[src/sv/pps_pkg.sv]
// Package: task table sizes, channel structs, opcodes and FSM state type.
`default_nettype none
package pps_pkg;

    localparam int MAX_TASKS = 16;
    localparam int IDX_W     = $clog2(MAX_TASKS);
    localparam int CNT_W     = $clog2(MAX_TASKS + 1);

    localparam logic OP_LOAD = 1'b0;
    localparam logic OP_TICK = 1'b1;

    typedef struct packed {
        logic        op;
        logic [15:0] arrival_tick;
        logic [15:0] burst_len;
        logic [7:0]  prio_level;
    } in_item_t;

    typedef struct packed {
        logic [31:0] tick_start;
        logic        busy_res;
        logic [3:0]  slot_run;
        logic        first_run;
        logic [31:0] response_ticks;
        logic        finished;
        logic [31:0] turnaround_ticks;
        logic [31:0] waiting_ticks;
    } out_item_t;

    typedef struct packed {
        logic [15:0] arrival;
        logic [15:0] burst;
        logic [7:0]  prio;
        logic [15:0] remaining;
    } entry_t;

    localparam int ENTRY_W = $bits(entry_t);

    typedef enum logic [2:0] {
        ST_IDLE = 3'b001,
        ST_SCAN = 3'b010,
        ST_DONE = 3'b100
    } state_t;

endpackage
`default_nettype wire

[src/sv/preemptive_priority_scheduler_unit.sv]
// Top level: tick-driven preemptive priority scheduler over a task table in RAM.
// Usage:
//   Input channel: drive item and raise start; the transaction is taken at a
//   rising edge where start is high and busy is low.
//   A load transaction (op = load) writes the task into the next free slot in
//   that same edge and leaves busy low; loads beyond MAX_TASKS are dropped.
//   A tick transaction scans the loaded slots, one RAM read per cycle, picks
//   the most urgent arrived task, writes its remaining work back and reports.
//   A tick passes through the scan state and then the done state with busy high;
//   done is registered and rises as busy falls back to idle. The scan reads each
//   loaded slot in turn over the single RAM read port.
//   Output channel: result holds one transaction until the next, marked by done
//   for exactly one cycle. The receiver cannot stall; done is never high on
//   consecutive cycles. A new transaction may be accepted in the cycle done is high.
//   Reset (rst_n low, asynchronous) empties the table, clears the started
//   flags and sets the tick counter to zero; task RAM contents are not cleared.
`default_nettype none
module preemptive_priority_scheduler_unit
    import pps_pkg::*;
(
    input  wire logic      clk,
    input  wire logic      rst_n,
    input  wire logic      start,
    output logic           busy,
    input  wire in_item_t  item,
    output logic           done,
    output out_item_t      result
);

    state_t               state_reg, state_next;
    logic [CNT_W-1:0]     count_reg, count_next;
    logic [CNT_W-1:0]     issue_reg, issue_next;
    logic                 pend_reg, pend_next;
    logic [IDX_W-1:0]     pend_idx_reg, pend_idx_next;
    logic                 have_reg, have_next;
    logic [IDX_W-1:0]     best_idx_reg, best_idx_next;
    entry_t               best_reg, best_next;
    logic [16:0]          best_ab_reg, best_ab_next;
    logic [31:0]          tick_reg, tick_next;
    logic [31:0]          tick_inc_reg, tick_inc_next;
    logic [MAX_TASKS-1:0] started_reg, started_next;
    out_item_t            result_reg, result_next;
    logic                 done_reg, done_next;

    logic                 ram_we;
    logic [IDX_W-1:0]     ram_waddr;
    entry_t               wr_entry;
    logic                 ram_re;
    logic [ENTRY_W-1:0]   ram_rdata;
    entry_t               rd_entry;

    logic                 accept;
    logic                 issuing;
    logic                 eligible;
    logic                 better;

    pps_ram #(
        .WIDTH (ENTRY_W),
        .DEPTH (MAX_TASKS)
    ) u_task_ram (
        .clk   (clk),
        .we    (ram_we),
        .waddr (ram_waddr),
        .wdata (wr_entry),
        .re    (ram_re),
        .raddr (issue_reg[IDX_W-1:0]),
        .rdata (ram_rdata)
    );

    assign rd_entry = entry_t'(ram_rdata);
    assign busy     = (state_reg != ST_IDLE);
    assign accept   = start && !busy;
    assign issuing  = (issue_reg < count_reg);
    assign eligible = ({16'd0, rd_entry.arrival} <= tick_reg) && (rd_entry.remaining != 16'd0);
    assign better   = !have_reg || (rd_entry.prio < best_reg.prio) ||
                      ((rd_entry.prio == best_reg.prio) && (rd_entry.arrival < best_reg.arrival));

    always_comb
    begin
        state_next    = state_reg;
        count_next    = count_reg;
        issue_next    = issue_reg;
        pend_next     = 1'b0;
        pend_idx_next = pend_idx_reg;
        have_next     = have_reg;
        best_idx_next = best_idx_reg;
        best_next     = best_reg;
        best_ab_next  = best_ab_reg;
        tick_next     = tick_reg;
        tick_inc_next = tick_inc_reg;
        started_next  = started_reg;
        result_next   = result_reg;
        done_next     = 1'b0;
        ram_we        = 1'b0;
        ram_waddr     = count_reg[IDX_W-1:0];
        wr_entry      = best_reg;
        ram_re        = 1'b0;

        case (state_reg)
            ST_IDLE:
            begin
                if (accept)
                begin
                    if (item.op == OP_LOAD)
                    begin
                        if (count_reg < CNT_W'(MAX_TASKS))
                        begin
                            ram_we                                = 1'b1;
                            wr_entry.arrival                      = item.arrival_tick;
                            wr_entry.burst                        = item.burst_len;
                            wr_entry.prio                         = item.prio_level;
                            wr_entry.remaining                    = item.burst_len;
                            started_next[count_reg[IDX_W-1:0]]    = 1'b0;
                            count_next                            = count_reg + CNT_W'(1);
                        end
                    end
                    else
                    begin
                        state_next    = ST_SCAN;
                        issue_next    = '0;
                        have_next     = 1'b0;
                        tick_inc_next = tick_reg + 32'd1;
                    end
                end
            end
            ST_SCAN:
            begin
                ram_re        = issuing;
                pend_next     = issuing;
                pend_idx_next = issue_reg[IDX_W-1:0];
                if (issuing)
                begin
                    issue_next = issue_reg + CNT_W'(1);
                end
                if (pend_reg && eligible && better)
                begin
                    have_next     = 1'b1;
                    best_idx_next = pend_idx_reg;
                    best_next     = rd_entry;
                    best_ab_next  = {1'b0, rd_entry.arrival} + {1'b0, rd_entry.burst};
                end
                if (!issuing)
                begin
                    state_next = ST_DONE;
                end
            end
            ST_DONE:
            begin
                result_next            = '0;
                result_next.tick_start = tick_reg;
                if (have_reg)
                begin
                    result_next.busy_res = 1'b1;
                    result_next.slot_run = 4'(best_idx_reg);
                    if (!started_reg[best_idx_reg])
                    begin
                        result_next.first_run      = 1'b1;
                        result_next.response_ticks = tick_reg - {16'd0, best_reg.arrival};
                    end
                    if (best_reg.remaining == 16'd1)
                    begin
                        result_next.finished         = 1'b1;
                        result_next.turnaround_ticks = tick_inc_reg - {16'd0, best_reg.arrival};
                        result_next.waiting_ticks    = tick_inc_reg - {15'd0, best_ab_reg};
                    end
                    ram_we                     = 1'b1;
                    ram_waddr                  = best_idx_reg;
                    wr_entry.remaining         = best_reg.remaining - 16'd1;
                    started_next[best_idx_reg] = 1'b1;
                end
                done_next  = 1'b1;
                tick_next  = tick_inc_reg;
                state_next = ST_IDLE;
            end
            default:
            begin
                state_next = ST_IDLE;
            end
        endcase
    end

    always_ff @(posedge clk or negedge rst_n)
    begin
        if (!rst_n)
        begin
            state_reg   <= ST_IDLE;
            count_reg   <= '0;
            issue_reg   <= '0;
            pend_reg    <= 1'b0;
            have_reg    <= 1'b0;
            tick_reg    <= '0;
            started_reg <= '0;
            done_reg    <= 1'b0;
        end
        else
        begin
            state_reg   <= state_next;
            count_reg   <= count_next;
            issue_reg   <= issue_next;
            pend_reg    <= pend_next;
            have_reg    <= have_next;
            tick_reg    <= tick_next;
            started_reg <= started_next;
            done_reg    <= done_next;
        end
    end

    always_ff @(posedge clk)
    begin
        pend_idx_reg <= pend_idx_next;
        best_idx_reg <= best_idx_next;
        best_reg     <= best_next;
        best_ab_reg  <= best_ab_next;
        tick_inc_reg <= tick_inc_next;
        result_reg   <= result_next;
    end

    assign done   = done_reg;
    assign result = result_reg;

endmodule
`default_nettype wire

[src/sv/pps_ram.sv]
// Generic single-port-write, single-port-read RAM with registered read data.
`default_nettype none
module pps_ram #(
    parameter int WIDTH = 8,
    parameter int DEPTH = 16
) (
    input  wire logic                     clk,
    input  wire logic                     we,
    input  wire logic [$clog2(DEPTH)-1:0] waddr,
    input  wire logic [WIDTH-1:0]         wdata,
    input  wire logic                     re,
    input  wire logic [$clog2(DEPTH)-1:0] raddr,
    output logic [WIDTH-1:0]              rdata
);

    logic [WIDTH-1:0] mem_reg [DEPTH];
    logic [WIDTH-1:0] rdata_reg;

    always_ff @(posedge clk)
    begin
        if (we)
        begin
            mem_reg[waddr] <= wdata;
        end
        if (re)
        begin
            rdata_reg <= mem_reg[raddr];
        end
    end

    assign rdata = rdata_reg;

endmodule
`default_nettype wire

[config.mk]
export PLATFORM = sky130hd
export DESIGN_NAME = preemptive_priority_scheduler_unit
export DESIGN_NICKNAME = d
export VERILOG_FILES = /design/src/sv/pps_pkg.sv /design/src/sv/preemptive_priority_scheduler_unit.sv /design/src/sv/pps_ram.sv
export SDC_FILE = /design/constraint.sdc
export NUM_CORES = 2
export LEC_CHECK = 0
export BUFFER_PORTS_ARGS = -buffer_cell sky130_fd_sc_hd__clkbuf_2
export CAP_MARGIN = 10
export CORE_ASPECT_RATIO = 0.5
export CORE_UTILIZATION = 26
export DETAILED_ROUTE_END_ITERATION = 10
export GPL_TIMING_DRIVEN = 0
export SETUP_SLACK_MARGIN = 0.3
export SLEW_MARGIN = 30
export SYNTH_ARGS = -nofsm -noshare
export SYNTH_HDL_FRONTEND = slang
export SYNTH_SLANG_ARGS = --single-unit
[constraint.sdc]
create_clock -name clk -period 13.2 [get_ports clk]
set_clock_uncertainty 0.05 [all_clocks]
set_input_delay 1.32 -clock clk [delete_from_list [all_inputs] [get_ports clk]]
set_output_delay 1.32 -clock clk [all_outputs]
set_load 0.02 [all_outputs]
* After elaboration in Yosys (flattened, before gate mapping)
Memory sizes are Yosys's and may differ from the RTL's. A register that Yosys moved wholly into a read port is not among the register bits. Index checks and enable logic that the tools add are counted.
Operators by class: add/sub/neg operators 8, $lt $le $gt $ge 9, eq/ne operators 14, muxes and demuxes 43, bitwise logic cells 5, reduce and logical (&&, ||, !) cells 23
Operators by type and width (number):
- 2-to-1 mux 56 bit | 3
- 2-to-1 mux 103 bit | 1
- 2-to-1 mux 16 bit | 5
- 2-to-1 mux 65 bit | 1
- case mux 16 bit (2 select lines) | 2
- subtractor 32 x 16 -> 32 bit | 2
- 2-to-1 mux 40 bit | 1
- 2-to-1 mux 33 bit | 1
- adder 32 x 1 -> 32 bit, second input constant | 1
- <= comparator 16 x 32 -> 1 bit | 1
- subtractor 32 x 17 -> 32 bit | 1
- adder 16 x 16 -> 17 bit | 1
- bitwise AND 16 bit | 1
- equality test 16 x 1 -> 1 bit, second input constant | 1
- less-than comparator 16 bit | 1
- != test 2 bit, second input constant | 8
- NOT 16 bit | 1
- OR 16 bit | 1
- nonzero test 16 bit | 1
- subtractor 16 x 1 -> 16 bit, second input constant | 1
- 2-to-1 mux 5 bit | 3
- 2-to-1 mux 1 bit | 14
- AND reduction 4 bit | 3
- adder 5 x 1 -> 5 bit, second input constant | 2
- other kinds (26) | 45
Word-level totals: bits in registers 312, memory bits (writable) 896, input port bits 44, output and inout port bits 137, word-level logic and storage cells 127, memories 1
Memories:
- u_task_ram.mem_reg | words 16, bits a word 56, read ports 1, clocked after Yosys merged registers in 1, wr ports 1, RTL line pps_ram.sv:16 | logic [WIDTH-1:0] mem_reg [DEPTH];

* Longest topological paths before layout
depth after elaboration 10, gate-level depth with buffers 11, gate-level depth less buffers 10

* Hierarchy
From an unflattened synthesis, not the netlist that was laid out.
Second synthesis, totals: cells, all modules 3012, area, all modules 52183.8 sq um
By module, submodules not included:
- pps_ram | times used 1, cells an instance 1445, area each 35238.8 sq um
- preemptive_priority_scheduler_unit | times used 1, cells an instance 1567, area each 16945.0 sq um

* Worst setup path after synthesis
OpenSTA, ideal clock, no wires.
path type flip-flop to flip-flop, start point register u_task_ram.rdata_reg[49] (netlist: u_task_ram.rdata[49]), read port of u_task_ram.mem_reg, end point register best_ab_reg[0] (enable), setup time 558 ps, arrival time 5702 ps, setup slack 6890 ps, stages on the path, launching flop included 8, buffers on the path 0, clock period less this slack 6310 ps, cells stage by stage edfxtp_1 -> ha_1 -> a21o_1 -> a211oi_1 -> o211ai_1 -> o21ai_0 -> o211ai_1 -> a31oi_1
Between the ends: cells in the longest elaborated chain, start to end 5, elaborated cells on any way between the ends 8, classes of those cells order compare: 2; reduce/logical: 6
RTL lines:
- from (decl) | RTL line pps_ram.sv:17 | logic [WIDTH-1:0] rdata_reg;
- <= comparator 16 x 32 -> 1 bit or less-than comparator 16 bit (tied branches) | RTL line preemptive_priority_scheduler_unit.sv:74, preemptive_priority_scheduler_unit.sv:76
- logical AND 1 bit, on equally long branches | RTL line preemptive_priority_scheduler_unit.sv:74, preemptive_priority_scheduler_unit.sv:76
- logical AND 1 bit or logical OR 1 bit (tied branches) | RTL line preemptive_priority_scheduler_unit.sv:135, preemptive_priority_scheduler_unit.sv:75
- logical AND 1 bit (*) | RTL line preemptive_priority_scheduler_unit.sv:135 | if (pend_reg && eligible && better)
- AND reduction 2 bit (no source line) (*)
- to (signal assigned) | RTL line preemptive_priority_scheduler_unit.sv:213 | best_ab_reg <= best_ab_next;
- to (decl) | RTL line preemptive_priority_scheduler_unit.sv:38 | logic [16:0] best_ab_reg, best_ab_next;
Every way passes the cells marked *; elsewhere a longest branch is shown, timed or not. A chain may end at the register's enable or synchronous reset.

* Worst setup path after layout
start point input port item[40] in the netlist's numbering, end point memory u_task_ram.mem_reg[10][23] in the netlist's numbering (enable)
Between the ends: cells in the longest elaborated chain, start to end 5
RTL lines:
- from (decl) | RTL line preemptive_priority_scheduler_unit.sv:25 | input wire in_item_t item,
- 2-to-1 mux 1 bit | RTL line preemptive_priority_scheduler_unit.sv:104 | if (item.op == OP_LOAD)
- 2-to-1 mux 1 bit | RTL line preemptive_priority_scheduler_unit.sv:102 | if (accept)
- case mux 1 bit (2 select lines) | RTL line preemptive_priority_scheduler_unit.sv:99 | case (state_reg)
- 2-to-1 mux 1 bit | RTL line pps_ram.sv:21 | if (we)
- 2-to-1 mux 1 bit (not written as such) | RTL line pps_ram.sv:23 | mem_reg[waddr] <= wdata;
- to (decl) | RTL line pps_ram.sv:16
Every way passes these cells.

==> flow_metrics.env <==
export IMPL_dr_pass1_iters=8
export IMPL_clock_sinks=1264
export IMPL_antenna_left=0
export IMPL_first_global_vias=29800
export IMPL_start_util=0.264
export IMPL_io_buffers=180
export IMPL_final_cells=6078
export IMPL_overflow=0
export IMPL_cts_htree_levels=3
export IMPL_antenna_found_initial=2
export IMPL_hold_viol=0
export IMPL_rsz0062_at_grt="false"
export IMPL_hpwl_microns=106000
export IMPL_std_cell_rows=115
export IMPL_grt_pass1_wl_microns=212000
export IMPL_final_cell_area_sq_mm=0.0633
export IMPL_syn_nets=3095
export IMPL_clockBufferDepth=3
export IMPL_numCtsBuffers=120
export IMPL_synth_area_sq_mm=0.0523
export IMPL_grt_max_degree=65
export IMPL_fp_dieW_microns=636
export IMPL_setup_violations=0
export IMPL_ys_seq_area_frac=0.719
export IMPL_clkSlewWorstSetupHoldPaths_ps=70
export IMPL_route_detailed_wl_per_inst_microns=24.4
export IMPL_grt_use_total=0.143
export IMPL_drc=0
export IMPL_arrival_ps=4630
export IMPL_clk_latency_ps=760
export IMPL_dieArea_sq_mm=0.203
export IMPL_viasPerCell=4.84
export IMPL_synth_cells=2931
export IMPL_cts_setup_buffers=0
export IMPL_ir_drop_v=0.000110
export IMPL_relSlewSlack=0.279
export IMPL_drt_initial_drc_count=3403
export IMPL_ys_async_sr_fraction=0.0506
export IMPL_period_share=0.320
export IMPL_maxSlewViolCount=0
export IMPL_synth_top_area_frac=0.689
export IMPL_ctsRootBufferMaster="clkbuf_16"
export IMPL_ys_types=75
export IMPL_regToRegSetupSlack_ps=8990
export IMPL_yosysTopAreaCell="edfxtp_1"
export IMPL_period_needed_ps=4220
export IMPL_synth_area_leaders="edfxtp_1 69%, mux4_2 12%, dfrtp_1 3.0%"
export IMPL_maxCapViolCount=0
export IMPL_cts_tree="built"
export IMPL_worstPathMaxFanout=13
export IMPL_die_h_microns=319
export IMPL_layout_commonest_cell="edfxtp_1"
export IMPL_max_freq_mhz=237
export IMPL_synth_edf_count=1200
export IMPL_ys_ff_latch=1264
export IMPL_cts_resized_gates=0
export IMPL_final_layout_size_suffix_gt1_frac=0.249
export IMPL_place_inst=5846
export IMPL_io_pins=181
export IMPL_syn_avg_cell_area_sq_um=17.9
export IMPL_crit_path_end_kind="register"
export IMPL_yosysWarnings=0
export IMPL_largest_register_ffs=896
export IMPL_cp_data_required_time_ps=13610
export IMPL_setup_worst_path_class="input port to register"
export IMPL_power_density_mw_per_mm2=151
export IMPL_tightest_slew_ps=1080
export IMPL_syn2layout_area_growth_pct=20.9
export IMPL_ctsHoldBuffers=0
export IMPL_status="finished, final reports clean"
export IMPL_synth_ff_type="edfxtp_1"
export IMPL_p_leak_nw=19.9
export IMPL_fill_cells=18900
export IMPL_final_net_count=3502
export IMPL_finalSetupTns_ps=0
export IMPL_final_cell_mix="1200 x edfxtp_1, 285 x mux4_2, 222 x nand2_1, 193 x clkbuf_2, 135 x nor2_1"
export IMPL_place_congestion=0.842
export IMPL_dpl_cell_area_sq_mm=0.0591
export IMPL_drt_wl_total_microns=148000
export IMPL_hold_class="register to register"
export IMPL_core_area_sq_mm=0.198
export IMPL_crit_path_start_kind="input port"
export IMPL_vias=29400
through the flow:
stage	hold slack, ps	setup WS, ps	power [mW]	util
after detailed placement	361	8190	6.11	0.298
after global routing	411	8970	9.92	0.319
after CTS	377	9000	9.66	0.319
after floorplan	350	6890	5.63	-
after global placement	361	1460	6.07	0.285
final	374	8980	9.58	0.319
final timing paths:
check / to / cells past startpoint / startpoint
worst max-delay path: u_task_ram.mem_reg[10][23] / 11 / item[40]
min in group asynchronous: done / 1 / rst_n
max in group asynchronous: have_reg / 1 / rst_n
worst min-delay path: best_idx_reg[3] / 0 / pend_idx_reg[3]
worst max register to register: u_task_ram.mem_reg[10][23] / 10 / state_reg[2]
worst min register to register: best_idx_reg[3] / 0 / pend_idx_reg[3]
where the power goes:
part           internal (mW)  switching [mW]  total [mW]
registers               4.49           0.153        4.64
clock network           2.04            1.52        3.56
logic                  0.600           0.781        1.38
worst max-delay path: stages:
cell      delay, ps
clkbuf_2        150
nor2_1          150
nand2_1          70
nor2_1          630
clkbuf_1        560
a32oi_1         290
buf_2           240
nor2_4          570
buf_16          240
buf_16          190
buf_16          170
synth_stat cells, drive strengths merged (26+ instances only):
master / count
nor2: 152
inv: 88
o211ai: 26
nand2: 222
nor3: 42
a21oi: 66
o21ai: 118
clkbuf: 90
ha: 116
xnor2: 66
mux4: 285
edfxtp: 1200
nand3: 46
xor2: 42
buf: 29
dfrtp: 63
kinds of logic after synthesis:
logic type                 after synthesis  share of synthesized area
adders and majority gates              120                     0.0293
xor gates and xnor gates               108                     0.0181
and+or+nand+nor                        605                     0.0537
DFF                                   1264                      0.719
buffers and inverters                  208                     0.0152
muxes                                  287                      0.123
AOI/OAI and AO/OA                      339                     0.0413
metal layers:
layer,GRT usage,up-vias,routed length (microns)
li1,-,12500,-
met2,0.244,1313,73000
met1,0.182,15300,59000
met3,0.0270,275,11000
met5,0,-,0
met4,0.0518,0,5490
cell type report:
class | count | area (sq um) | area share
tap | 2632 | 3290 | 0.0521
sequential | 1264 | 37600 | 0.595
antenna | 4 | 10.0 | 0.000158
clock inverter | 71 | 837 | 0.0132
clock buffer | 155 | 3250 | 0.0513
multi-input combinational | 1459 | 14200 | 0.224
buffer | 119 | 505 | 0.00799
timing repair buffer | 285 | 3230 | 0.0511
inverter | 89 | 334 | 0.00528
Note: power is estimated with default switching activity, not from simulation.
